[config.mk]
export PLATFORM = sky130hd
export DESIGN_NAME = legendre_polynomial_eval_unit
export DESIGN_NICKNAME = d
export VERILOG_FILES = /design/src/rtl/core/lpe_pkg.sv /design/src/rtl/core/lpe_ctrl.sv /design/src/rtl/core/lpe_datapath.sv /design/src/rtl/core/legendre_polynomial_eval_unit.sv
export SDC_FILE = /design/constraint.sdc
export NUM_CORES = 2
export LEC_CHECK = 0
export BUFFER_PORTS_ARGS = -buffer_cell sky130_fd_sc_hd__buf_2
export CAP_MARGIN = 20
export CORE_UTILIZATION = 30
export CTS_CLUSTER_SIZE = 16
export DETAILED_ROUTE_END_ITERATION = 6
export PLACE_DENSITY = 0.49
export SLEW_MARGIN = 20
export SYNTH_ARGS = -nofsm -noshare
export SYNTH_HDL_FRONTEND = slang
export SYNTH_SLANG_ARGS = --single-unit
[constraint.sdc]
create_clock -name clk -period 20.4 [get_ports clk]
set_input_delay 1.02 -clock clk [delete_from_list [all_inputs] [get_ports clk]]
set_output_delay 1.02 -clock clk [all_outputs]
set_load 0.02 [all_outputs]
[src/rtl/core/lpe_pkg.sv]
// ----------------------------------------------------------------------------
// lpe_pkg
// Shared constants and controller/datapath interface types for the Legendre
// polynomial evaluator.
// ----------------------------------------------------------------------------
package lpe_pkg;

  // Fixed port widths
  localparam int X_W   = 32;
  localparam int DEG_W = 8;
  localparam int OUT_W = 32;

  // Default parameter values
  localparam int DEF_MAX_DEGREE = 255;
  localparam int DEF_FRAC_BITS  = 30;

  // Multiplier operand chunk and divider digit widths
  localparam int CHUNK_W = 32;
  localparam int DIG_W   = 8;

  // Result source select
  typedef enum logic [1:0] {
    SEL_LOWER = 2'd0,
    SEL_TOP   = 2'd1,
    SEL_ONE   = 2'd2
  } res_sel_t;

  // Controller to datapath commands
  typedef struct packed {
    logic     req_load;
    logic     cache_restart;
    logic     mul_start;
    logic     mul_step;
    logic     term_load;
    logic     div_start;
    logic     div_step;
    logic     sub_calc;
    logic     cache_advance;
    logic     res_load;
    res_sel_t res_sel;
  } lpe_cmd_t;

  // Datapath to controller status
  typedef struct packed {
    logic hit_lower;
    logic hit_top;
    logic resume;
    logic at_target;
    logic deg_zero;
    logic mul_last;
    logic div_last;
  } lpe_sts_t;

endpackage

[src/rtl/core/lpe_ctrl.sv]
// ----------------------------------------------------------------------------
// lpe_ctrl
// Sequencer for the evaluator: cache lookup, recurrence step sequencing
// (multiply, divide, update) and the output register handshake.
// ----------------------------------------------------------------------------
module lpe_ctrl (
  input  logic              clk,
  input  logic              rst,
  input  logic              in_valid,
  output logic              in_stall,
  output logic              out_valid,
  input  logic              out_stall,
  input  lpe_pkg::lpe_sts_t sts,
  output lpe_pkg::lpe_cmd_t cmd
);

  typedef enum logic [3:0] {
    ST_IDLE,
    ST_DECIDE,
    ST_CHECK,
    ST_MUL,
    ST_TERM,
    ST_DIVLD,
    ST_DIV,
    ST_SUB,
    ST_UPD,
    ST_RES
  } state_t;

  state_t            state;
  state_t            state_next;
  lpe_pkg::res_sel_t sel;
  lpe_pkg::res_sel_t sel_next;

  // One request at a time
  assign in_stall = (state != ST_IDLE);

  // Next state and commands
  always_comb begin
    cmd         = '0;
    cmd.res_sel = sel;
    state_next  = state;
    sel_next    = sel;
    unique case (state)
      ST_IDLE: begin
        if (in_valid) begin
          cmd.req_load = 1'b1;
          state_next   = ST_DECIDE;
        end
      end
      ST_DECIDE: begin
        priority if (sts.hit_lower) begin
          sel_next   = lpe_pkg::SEL_LOWER;
          state_next = ST_RES;
        end else if (sts.hit_top) begin
          sel_next   = lpe_pkg::SEL_TOP;
          state_next = ST_RES;
        end else if (sts.resume) begin
          state_next = ST_CHECK;
        end else begin
          cmd.cache_restart = 1'b1;
          if (sts.deg_zero) begin
            sel_next   = lpe_pkg::SEL_ONE;
            state_next = ST_RES;
          end else begin
            state_next = ST_CHECK;
          end
        end
      end
      ST_CHECK: begin
        if (sts.at_target) begin
          sel_next   = lpe_pkg::SEL_TOP;
          state_next = ST_RES;
        end else begin
          cmd.mul_start = 1'b1;
          state_next    = ST_MUL;
        end
      end
      ST_MUL: begin
        cmd.mul_step = 1'b1;
        if (sts.mul_last) state_next = ST_TERM;
      end
      ST_TERM: begin
        cmd.term_load = 1'b1;
        state_next    = ST_DIVLD;
      end
      ST_DIVLD: begin
        cmd.div_start = 1'b1;
        state_next    = ST_DIV;
      end
      ST_DIV: begin
        cmd.div_step = 1'b1;
        if (sts.div_last) state_next = ST_SUB;
      end
      ST_SUB: begin
        cmd.sub_calc = 1'b1;
        state_next   = ST_UPD;
      end
      ST_UPD: begin
        cmd.cache_advance = 1'b1;
        state_next        = ST_CHECK;
      end
      ST_RES: begin
        // output register free, or emptied this cycle
        if (!(out_valid && out_stall)) begin
          cmd.res_load = 1'b1;
          state_next   = ST_IDLE;
        end
      end
      default: state_next = ST_IDLE;
    endcase
  end

  // State and registered outputs
  always_ff @(posedge clk) begin
    if (rst) begin
      state     <= ST_IDLE;
      sel       <= lpe_pkg::SEL_LOWER;
      out_valid <= 1'b0;
    end else begin
      state <= state_next;
      sel   <= sel_next;
      if (cmd.res_load) begin
        out_valid <= 1'b1;
      end else if (!out_stall) begin
        out_valid <= 1'b0;
      end
    end
  end

endmodule

[src/rtl/core/lpe_datapath.sv]
// ----------------------------------------------------------------------------
// lpe_datapath
// Request registers, recurrence cache, chunked magnitude multiplier,
// digit-per-cycle divider by the degree and the result register.
// ----------------------------------------------------------------------------
module lpe_datapath #(
  parameter int MAX_DEGREE = lpe_pkg::DEF_MAX_DEGREE,
  parameter int FRAC_BITS  = lpe_pkg::DEF_FRAC_BITS
) (
  input  logic                              clk,
  input  logic                              rst,
  input  logic signed [lpe_pkg::X_W-1:0]    x_value,
  input  logic        [lpe_pkg::DEG_W-1:0]  degree,
  input  lpe_pkg::lpe_cmd_t                 cmd,
  output lpe_pkg::lpe_sts_t                 sts,
  output logic signed [lpe_pkg::OUT_W-1:0]  poly_value
);

  localparam int VW   = FRAC_BITS + 2;
  localparam int EW   = FRAC_BITS + 4;
  localparam int XW   = (VW > lpe_pkg::X_W) ? VW : lpe_pkg::X_W;
  localparam int DW   = $clog2(MAX_DEGREE + 1);
  localparam int LW   = (DW > lpe_pkg::DEG_W) ? DW : lpe_pkg::DEG_W;
  localparam int OW   = lpe_pkg::OUT_W;
  localparam int MW   = FRAC_BITS + 1;
  localparam int CW   = lpe_pkg::CHUNK_W;
  localparam int NCH  = (MW + CW - 1) / CW;
  localparam int AW   = NCH * CW;
  localparam int PW   = 2 * AW;
  localparam int SHW  = $clog2(PW);
  localparam int CNW  = $clog2(NCH + 1);
  localparam int RW   = FRAC_BITS + 2;
  localparam int DG   = lpe_pkg::DIG_W;
  localparam int NDIG = (RW + DG - 1) / DG;
  localparam int DVW  = NDIG * DG;
  localparam int DCW  = $clog2(NDIG + 1);

  localparam logic signed [VW-1:0] ONE_V = {2'b01, {FRAC_BITS{1'b0}}};
  localparam logic signed [EW-1:0] ONE_E = {4'b0001, {FRAC_BITS{1'b0}}};
  localparam logic signed [XW-1:0] ONE_X =
    {{(XW - FRAC_BITS - 1){1'b0}}, 1'b1, {FRAC_BITS{1'b0}}};
  localparam logic [LW-1:0] MAXD_L = LW'(MAX_DEGREE);

  // Request registers
  logic signed [VW-1:0] x_req;
  logic        [DW-1:0] l_req;

  // Recurrence cache
  logic signed [VW-1:0] pt;
  logic        [DW-1:0] top_deg;
  logic        [DW-1:0] low_deg;
  logic signed [VW-1:0] top_val;
  logic signed [VW-1:0] low_val;

  // Input saturation
  logic signed [XW-1:0] x_ext;
  logic signed [VW-1:0] x_sat;
  logic        [LW-1:0] l_ext;
  logic        [DW-1:0] l_sat;

  assign x_ext = XW'(x_value);
  assign l_ext = LW'(degree);

  always_comb begin
    priority if (x_ext > ONE_X) begin
      x_sat = ONE_V;
    end else if (x_ext < -ONE_X) begin
      x_sat = -ONE_V;
    end else begin
      x_sat = VW'(x_ext);
    end
  end

  assign l_sat = (l_ext > MAXD_L) ? DW'(MAXD_L) : DW'(l_ext);

  always_ff @(posedge clk) begin
    if (cmd.req_load) begin
      x_req <= x_sat;
      l_req <= l_sat;
    end
  end

  // Cache lookup status
  logic          same_pt;
  logic [DW-1:0] i_deg;

  assign same_pt       = (x_req == pt);
  assign i_deg         = top_deg + DW'(1);
  assign sts.hit_lower = same_pt && (l_req == low_deg);
  assign sts.hit_top   = same_pt && (l_req == top_deg);
  assign sts.resume    = same_pt && (l_req > top_deg);
  assign sts.at_target = (top_deg == l_req);
  assign sts.deg_zero  = (l_req == '0);

  // Multiplier: |x| * |P_{i-1}| over NCH x NCH chunk products
  logic signed [VW-1:0]   x_abs;
  logic signed [VW-1:0]   top_abs;
  logic        [AW-1:0]   a_rot;
  logic        [AW-1:0]   b_rot;
  logic        [PW-1:0]   acc;
  logic        [SHW-1:0]  sh;
  logic        [SHW-1:0]  row_sh;
  logic        [CNW-1:0]  a_cnt;
  logic        [CNW-1:0]  b_cnt;
  logic                   mul_neg;
  logic        [2*CW-1:0] pp;
  logic                   row_end;

  assign x_abs   = x_req[VW-1] ? -x_req : x_req;
  assign top_abs = top_val[VW-1] ? -top_val : top_val;
  assign pp      = a_rot[CW-1:0] * b_rot[CW-1:0];
  assign row_end = (a_cnt == CNW'(1));
  assign sts.mul_last = row_end && (b_cnt == CNW'(1));

  always_ff @(posedge clk) begin
    if (cmd.mul_start) begin
      a_rot   <= AW'(x_abs[MW-1:0]);
      b_rot   <= AW'(top_abs[MW-1:0]);
      acc     <= '0;
      sh      <= '0;
      row_sh  <= '0;
      a_cnt   <= CNW'(NCH);
      b_cnt   <= CNW'(NCH);
      mul_neg <= x_req[VW-1] ^ top_val[VW-1];
    end else if (cmd.mul_step) begin
      acc   <= acc + (PW'(pp) << sh);
      a_rot <= (a_rot >> CW) | (a_rot << (AW - CW));
      if (row_end) begin
        a_cnt  <= CNW'(NCH);
        b_cnt  <= b_cnt - CNW'(1);
        b_rot  <= b_rot >> CW;
        row_sh <= row_sh + SHW'(CW);
        sh     <= row_sh + SHW'(CW);
      end else begin
        a_cnt <= a_cnt - CNW'(1);
        sh    <= sh + SHW'(CW);
      end
    end
  end

  // Truncated product t = x * P_{i-1}, toward zero
  logic signed [VW-1:0] t_s;
  logic signed [VW-1:0] t_q;

  assign t_s = {1'b0, acc[FRAC_BITS +: MW]};

  always_ff @(posedge clk) begin
    if (cmd.term_load) begin
      t_q <= mul_neg ? -t_s : t_s;
    end
  end

  // k = 2t - q, r = t - q; result is k - r/i with truncation fix-up
  logic signed [EW-1:0] k_d;
  logic signed [EW-1:0] r_d;
  logic signed [EW-1:0] r_abs;
  logic signed [EW-1:0] k_q;
  logic                 r_neg;

  assign k_d   = (EW'(t_q) <<< 1) - EW'(low_val);
  assign r_d   = EW'(t_q) - EW'(low_val);
  assign r_abs = r_d[EW-1] ? -r_d : r_d;

  // Divider: |r| / i, DG quotient bits per cycle; remainder stays below i
  logic [DVW-1:0] dq;
  logic [DW-1:0]  rem;
  logic [DCW-1:0] dcnt;
  logic [DVW-1:0] dq_w;
  logic [DW-1:0]  rem_w;
  logic [DW:0]    trial;

  always_comb begin
    dq_w  = dq;
    rem_w = rem;
    trial = '0;
    for (int s = 0; s < DG; s++) begin
      trial = {rem_w, dq_w[DVW-1]};
      dq_w  = dq_w << 1;
      if (trial >= {1'b0, i_deg}) begin
        rem_w   = DW'(trial - {1'b0, i_deg});
        dq_w[0] = 1'b1;
      end else begin
        rem_w = trial[DW-1:0];
      end
    end
  end

  assign sts.div_last = (dcnt == DCW'(1));

  always_ff @(posedge clk) begin
    if (cmd.div_start) begin
      k_q   <= k_d;
      r_neg <= r_d[EW-1];
      dq    <= DVW'(r_abs[RW-1:0]);
      rem   <= '0;
      dcnt  <= DCW'(NDIG);
    end else if (cmd.div_step) begin
      dq   <= dq_w;
      rem  <= rem_w;
      dcnt <= dcnt - DCW'(1);
    end
  end

  // w = k - trunc(r / i)
  logic signed [EW-1:0] quot_e;
  logic signed [EW-1:0] w_q;
  logic                 rem_nz;

  assign quot_e = EW'({1'b0, dq[RW-1:0]});

  always_ff @(posedge clk) begin
    if (cmd.sub_calc) begin
      w_q    <= r_neg ? (k_q + quot_e) : (k_q - quot_e);
      rem_nz <= (rem != '0);
    end
  end

  // Fold the remainder term toward zero, then saturate to [-1, 1]
  logic signed [EW-1:0] v_adj;
  logic signed [VW-1:0] v_sat;

  always_comb begin
    v_adj = w_q;
    if (rem_nz && !r_neg && (w_q > 0)) begin
      v_adj = w_q - EW'(1);
    end else if (rem_nz && r_neg && (w_q < 0)) begin
      v_adj = w_q + EW'(1);
    end
  end

  always_comb begin
    priority if (v_adj > ONE_E) begin
      v_sat = ONE_V;
    end else if (v_adj < -ONE_E) begin
      v_sat = -ONE_V;
    end else begin
      v_sat = VW'(v_adj);
    end
  end

  // Cache update
  always_ff @(posedge clk) begin
    if (rst) begin
      pt      <= ONE_V;
      top_deg <= '0;
      low_deg <= '0;
      top_val <= ONE_V;
      low_val <= ONE_V;
    end else if (cmd.cache_restart) begin
      pt      <= x_req;
      top_deg <= DW'(1);
      low_deg <= '0;
      top_val <= x_req;
      low_val <= ONE_V;
    end else if (cmd.cache_advance) begin
      low_val <= top_val;
      top_val <= v_sat;
      low_deg <= top_deg;
      top_deg <= i_deg;
    end
  end

  // Result register
  logic signed [VW-1:0] res;

  always_ff @(posedge clk) begin
    if (cmd.res_load) begin
      unique case (cmd.res_sel)
        lpe_pkg::SEL_LOWER: res <= low_val;
        lpe_pkg::SEL_TOP:   res <= top_val;
        lpe_pkg::SEL_ONE:   res <= ONE_V;
        default:            res <= ONE_V;
      endcase
    end
  end

  assign poly_value = OW'(res);

endmodule

[src/rtl/core/legendre_polynomial_eval_unit.sv]
// Sequence: a cache hit or degree 0 at a new point goes from the decide state to the result state;
// otherwise the unit climbs one recurrence step per degree. Each step runs the chunk products,
// one 32x32 chunk product per cycle, then the term load, the divider load and the divider by i,
//   at 8 quotient bits per cycle, then the subtract and the cache update.
// Throughput: one request in flight; the next is taken the cycle after the result is loaded.
// Reset: cache holds P_0 = 1.0 at x = 1.0, no result pending, input side ready.
// ----------------------------------------------------------------------------
// legendre_polynomial_eval_unit
// Evaluates P_l(x) in signed fixed point by Bonnet's recurrence, resuming
// from the cached last two degrees when the point repeats and l is not below them.
// ----------------------------------------------------------------------------
module legendre_polynomial_eval_unit #(
  parameter int MAX_DEGREE = lpe_pkg::DEF_MAX_DEGREE,
  parameter int FRAC_BITS  = lpe_pkg::DEF_FRAC_BITS
) (
  input  logic                              clk,
  input  logic                              rst,
  input  logic                              in_valid,
  output logic                              in_stall,
  input  logic signed [lpe_pkg::X_W-1:0]    x_value,
  input  logic        [lpe_pkg::DEG_W-1:0]  degree,
  output logic                              out_valid,
  input  logic                              out_stall,
  output logic signed [lpe_pkg::OUT_W-1:0]  poly_value
);

  lpe_pkg::lpe_cmd_t cmd;
  lpe_pkg::lpe_sts_t sts;

  // Sequencer
  lpe_ctrl u_ctrl (
    .clk       (clk),
    .rst       (rst),
    .in_valid  (in_valid),
    .in_stall  (in_stall),
    .out_valid (out_valid),
    .out_stall (out_stall),
    .sts       (sts),
    .cmd       (cmd)
  );

  // Arithmetic and cache
  lpe_datapath #(
    .MAX_DEGREE (MAX_DEGREE),
    .FRAC_BITS  (FRAC_BITS)
  ) u_datapath (
    .clk        (clk),
    .rst        (rst),
    .x_value    (x_value),
    .degree     (degree),
    .cmd        (cmd),
    .sts        (sts),
    .poly_value (poly_value)
  );

endmodule

## Word-level counts from Yosys, hierarchy flattened

Cells that the tools add are included.
Widths: inputs -> output; s select.

- Word-level logic and storage cells: 195
- Register bits after elaboration: 477
- Input port bits: 44
- Output and inout bits: 34

- Order comparisons: 16
- Bitwise operators: 1
- Reduce and logical (&&, ||, !) cells: 26
- Shift operators: 1
- Multipliers: 1
- Muxes and demuxes: 72
- $add $sub $neg: 25
- Equal/unequal tests: 23

Operators by type and width:

| operator | number |
|---|---|
| $mux 32 | 8 |
| $mux 31 | 6 |
| $mux 34 | 3 |
| $ge 9x8->1 | 8 |
| $add 64x64->64 | 1 |
| $mux 8 | 8 |
| $pmux 32 s2 | 1 |
| $shl 64x6->64 | 1 |
| $sub 8x8->8 | 8 |
| $mul 31x31->62 | 1 |
| $neg 31->31 | 2 |
| $pmux 4 s10 | 1 |
| $mux 4 | 9 |
| $add 34x2->34 const B | 1 |
| $add 34x33->34 | 1 |
| $gt 34x1->1 const B | 1 |
| $gt 34x32->1 const B | 1 |
| $lt 34x1->1 const B | 1 |
| $lt 34x31->1 const B | 1 |
| $sub 33x32->34 | 1 |
| $sub 34x2->34 const B | 1 |
| $sub 34x33->34 | 1 |
| $sub 32x32->33 | 1 |
| $eq 32x32->1 | 1 |
| 36 further kinds | 97 |

## Depth between registers and ports, before layout

- Depth after elaboration: 19
- Depth in mapped cells: 98
- Mapped depth without buffers: 94

## Modules after synthesis

Synthesis repeated with hierarchy kept, for this count alone.

- Cells, all modules: 7018
- Area, all modules: 62665.1 um^2

By module, submodules not included:

| module | seq. area each (um^2) | area each (um^2) | cells each | instances |
|---|---|---|---|---|
| lpe_datapath | 11801.3 | 62153.4 | 6949 | 1 |
| lpe_ctrl | 140.1 | 511.7 | 69 | 1 |

## Worst setup path before layout

Ideal clock, no wire load.

- Path type: reg2reg
- Start: reg u_datapath.top_deg[0]
- End: reg u_datapath.rem[3]
- Arrival: 17.982 ns
- Cell stages (with the launch flop): 94
- Setup time: 0.122 ns
- Setup slack: 2.296 ns
- Buffers on the path: 2
- Required time: 20.278 ns
- Clock period less this slack: 18.104 ns
- Cells stage by stage: dfxtp_1 ha_1 xnor2_1 ha_1 a21oi_1 o21ai_1 maj3_1 o211ai_1 a221oi_2 nor2_1 mux2_2 ha_1 a21o_1 a21oi_1 nand2_1 o31ai_1 a21oi_1 nor2_4 (+58 left out) a31oi_4 buf_4 mux2_2 inv_1 ha_1 nor2b_1 o21ai_0 nand2b_1 a21o_1 a21o_1 nand2_1 inv_1 and3_1 a21oi_1 inv_1 a41oi_2 nand2_1 a221o_1

- Cells in the longest elaborated chain, start to end: 17
- Elaborated cells on any way between the ends: 25
- Classes of those cells: add/sub (9); order compare (8); mux (8)

Ends and longest elaborated chain:

| what | line | source |
|---|---|---|
| from (decl) | lpe_datapath.sv:50 | `logic [DW-1:0] top_deg;` |
| from (signal assigned) | lpe_datapath.sv:259 | `top_deg <= i_deg;` |
| $add 8x1->8 * | lpe_datapath.sv:88 | `assign i_deg = top_deg + DW'(1);` |
| $sub 8x8->8 or $ge 9x8->1 (tied branches) | lpe_datapath.sv:180, lpe_datapath.sv:179 |  |
| $mux 8 | lpe_datapath.sv:179 | `if (trial >= {1'b0, i_deg}) begin` |
| $sub 8x8->8 or $ge 9x8->1 (tied branches) | lpe_datapath.sv:180, lpe_datapath.sv:179 |  |
| $mux 8 | lpe_datapath.sv:179 |  |
| $sub 8x8->8 or $ge 9x8->1 (tied branches) | lpe_datapath.sv:180, lpe_datapath.sv:179 |  |
| $mux 8 | lpe_datapath.sv:179 |  |
| $sub 8x8->8 or $ge 9x8->1 (tied branches) | lpe_datapath.sv:180, lpe_datapath.sv:179 |  |
| $mux 8 | lpe_datapath.sv:179 |  |
| $sub 8x8->8 or $ge 9x8->1 (tied branches) | lpe_datapath.sv:180, lpe_datapath.sv:179 |  |
| $mux 8 | lpe_datapath.sv:179 |  |
| $sub 8x8->8 or $ge 9x8->1 (tied branches) | lpe_datapath.sv:180, lpe_datapath.sv:179 |  |
| $mux 8 | lpe_datapath.sv:179 |  |
| $sub 8x8->8 or $ge 9x8->1 (tied branches) | lpe_datapath.sv:180, lpe_datapath.sv:179 |  |
| $mux 8 | lpe_datapath.sv:179 |  |
| $ge 9x8->1 or $sub 8x8->8 (tied branches) | lpe_datapath.sv:179, lpe_datapath.sv:180 |  |
| $mux 8 * | lpe_datapath.sv:179 |  |
| to (signal assigned) | lpe_datapath.sv:199 | `rem <= rem_w;` |
| to (decl) | lpe_datapath.sv:166 | `logic [DW-1:0] rem;` |

Mark *: on every way between the ends. The rest lies on a longest branch, timed or not.
A chain may end at the register's enable or synchronous reset.

## Final worst setup path

- Start: reg u_datapath.top_deg[1]
- End: reg u_datapath.rem[1]

The elaborated chain is that of the path after synthesis.

==> results.sh <==
export IMPL_largestRegisters="u_datapath.acc: 61 flops, u_datapath.k_q: 34 flops, u_datapath.w_q: 34 flops"
export IMPL_clkSinkCount=462
export IMPL_pin_count=78
export IMPL_finalSetupTns_ns=0
export IMPL_grt_overflow=0
export IMPL_stdcell_area_um2=68200
export IMPL_cpPeakStageDelay_ns=0.44
export IMPL_die_y_um=458
export IMPL_cp_end_kind="flop"
export IMPL_drive_gt1_share_pct=6.16
export IMPL_syn_nets=8418
export IMPL_hold_viol=0
export IMPL_drt_pass1_iter_count=7
export IMPL_yosysUniqueCellTypes=95
export IMPL_synth_top_family_by_area="adder cells"
export IMPL_via_per_inst=5.02
export IMPL_crit_type="reg -> reg"
export IMPL_crit_top_cell="o21ai_0"
export IMPL_die_area_um2=209000
export IMPL_avgSynthCellArea_um2=8.84
export IMPL_synthSimpleGateAreaFrac_pct=16.5
export IMPL_status="complete, but fails checks"
export IMPL_layout_setup_ws_ns=1.75
export IMPL_critPathLaunchType="flop"
export IMPL_slew_viol_final=0
export IMPL_cpLargestDelayFamily="compound AO/OA/AOI/OAI gates"
export IMPL_hpwl_um=154000
export IMPL_tightest_slew_ns=1.00
export IMPL_finalWirelength_um=198000
export IMPL_synth_compound_area_share_pct=10.5
export IMPL_finalSetupViolations=0
export IMPL_routedWlPerCell_um=20.3
export IMPL_synthFlopType="edfxtp_1"
export IMPL_maxCapViolCount=0
export IMPL_ys_ff_latch=462
export IMPL_crit_buf_inv=9
export IMPL_max_freq_ghz=0.0536
export IMPL_cts_made_buffers=58
export IMPL_ant_nets=0
export IMPL_finalClockSkew_ns=0.0988
export IMPL_grt_use_total_pct=19.0
export IMPL_antenna_found_initial=5
export IMPL_h_tree_depth=2
export IMPL_holdWs_ns=0.452
export IMPL_syn_cell_area_um2=62300
export IMPL_ys_seq_area_share_pct=19.2
export IMPL_max_flop_register="u_datapath.acc"
export IMPL_core_um2=205000
export IMPL_final_nets=8394
export IMPL_area_delta_synth_final_pct=9.55
export IMPL_port_buffers=77
export IMPL_largest_register_ffs=61
export IMPL_drt_initial_drc_count=3426
export IMPL_hp_class="reg -> reg"
export IMPL_synth_edff_count=269
export IMPL_crit_slowest_cell="dfxtp_1"
export IMPL_max_slew_margin_pct=31.3
export IMPL_synth_xor_area_share_pct=6.60
export IMPL_pre_cts_ws_ns=1.12
export IMPL_rsz0062_at_grt="false"
export IMPL_period_share_pct=91.4
export IMPL_clkTransAtPathRegs_ns=0.06
export IMPL_min_period_ns=18.65
export IMPL_cp_arrival_ns=19.22
export IMPL_vias=48938
export IMPL_cp_max_fo=6
export IMPL_clk_latency_ns=0.72
export IMPL_clock_root_buffer="clkbuf_16"
export IMPL_rows=166
export IMPL_initial_core_util_pct=30.3
export IMPL_syn_inst=7042
export IMPL_die_width_um=458
export IMPL_placed_area_um2=66100
export IMPL_grt_max_degree=73
export IMPL_clk_path_buf_depth=3
export IMPL_violations="DRC"
export IMPL_grt_pass1_vias=49659
export IMPL_tritoncts="done"
export IMPL_required_ns=20.97
export IMPL_drc_errors=7
export IMPL_cts_hold_buffers=0
export IMPL_async_flop_share_pct=0
export IMPL_muxShareOfSynthArea_pct=1.83
export IMPL_grt_pass1_wl_um=307000
export IMPL_synth_fa_ha_area_share_pct=37.0
export IMPL_gp_congestion=0.899
export IMPL_ys_warn_count=0
## cell usage after synthesis (26+ instances only)
cell / count / area share, %
nand2b_1: 57 / 0.57
o21ai_0: 241 / 1.9
nor4_1: 29 / 0.29
and2_1: 234 / 2.4
mux2i_1: 76 / 1.2
clkbuf_1: 317 / 1.9
nor2_1: 406 / 2.4
o21bai_1: 36 / 0.43
xnor2_1: 292 / 4.1
o31ai_1: 48 / 0.58
a21o_1: 73 / 0.88
inv_1: 1034 / 6.2
nand2_1: 1141 / 6.9
fa_1: 848 / 27
nor2b_1: 61 / 0.61
a21oi_1: 303 / 2.4
mux2_2: 30 / 0.54
ha_1: 484 / 9.7
a222oi_1: 26 / 0.42
nor3_1: 88 / 0.71
edfxtp_1: 269 / 13
or3_1: 43 / 0.43
nand3_1: 99 / 0.80
and3_1: 27 / 0.27
a31oi_1: 26 / 0.26
xor2_1: 169 / 2.4
o21a_1: 46 / 0.55
a211oi_1: 26 / 0.31
dfxtp_1: 193 / 6.2
nand4_1: 34 / 0.34
## worst paths after layout
kind	from	end	slack [ns]	depth (start not counted)
max reg2reg	u_datapath.top_deg[1]	u_datapath.rem[1]	1.75	95
max	u_datapath.top_deg[1]	u_datapath.rem[1]	1.75	95
min	u_datapath.acc[12]	u_datapath.acc[12]	0.45	2
min reg2reg	u_datapath.acc[12]	u_datapath.acc[12]	0.45	2
## layout by cell type (no fill, tap or decap), drive strengths merged, types with 32 or more instances in the layout
cell type,n
nor2,409
a21o,73
nor2b,61
o21a,46
ha,484
nand2,1141
nand4,34
o31ai,48
and2,234
fa,848
o21bai,36
mux2i,77
nand2b,57
xor2,169
dfxtp,193
clkbuf,83
mux2,32
inv,1036
nand3,101
o21ai,249
or3,44
xnor2,293
edfxtp,269
buf,249
a21oi,303
nor3,88
## routing by layer
metal | wire, µm | global-route usage [%] | vias to the layer above
li1 | - | - | 22698
met1 | 90700 | 26.4 | 24810
met2 | 92800 | 31.6 | 1206
met3 | 8720 | 1.77 | 222
met4 | 5600 | 5.11 | 2
met5 | 13 | 0 | -
## worst min-delay path: cells and delay by family, from the launching register on
kind	cells	cell delay, ns
flip-flops	1	0.31
AND/OR/NAND/NOR	1	0.05
AO/OA/AOI/OAI	1	0.05
## cells by family after synthesis
family | Yosys count
muxes | 109
DFF | 462
and+or+nand+nor | 2287
AOI/OAI and AO/OA | 1016
adders and majority gates | 1335
buffers and inverters | 1369
xor gates and xnor gates | 464
## what timing repair did
item / in CTS / in global routing
endpoints found under the setup margin: 0 / 9
gates resized for setup: 0 / 12
setup buffers: 0 / 4
## layout make-up
class,instances,area (µm²)
Inverter,1036,3890
Multi-Input combinational cell,5211,45300
Clock buffer,83,1650
Timing Repair Buffer,249,1700
Sequential cell,462,11900
Fill cell,21274,137000
Tap cell,2688,3360
Antenna cell,3,7.51
Clock inverter,25,379
## stage by stage
stage | std cells | util, %
after detailed placement | 9640 | 32.2
after global placement | 9640 | 32.2
final | 9757 | 33.2
after floorplan | 7042 | -
after CTS | 9748 | 33.1
after global routing | 9754 | 33.2
Power is not shown: default switching activity piles up to over one toggle a cycle in this logic, so the estimate is an artifact.
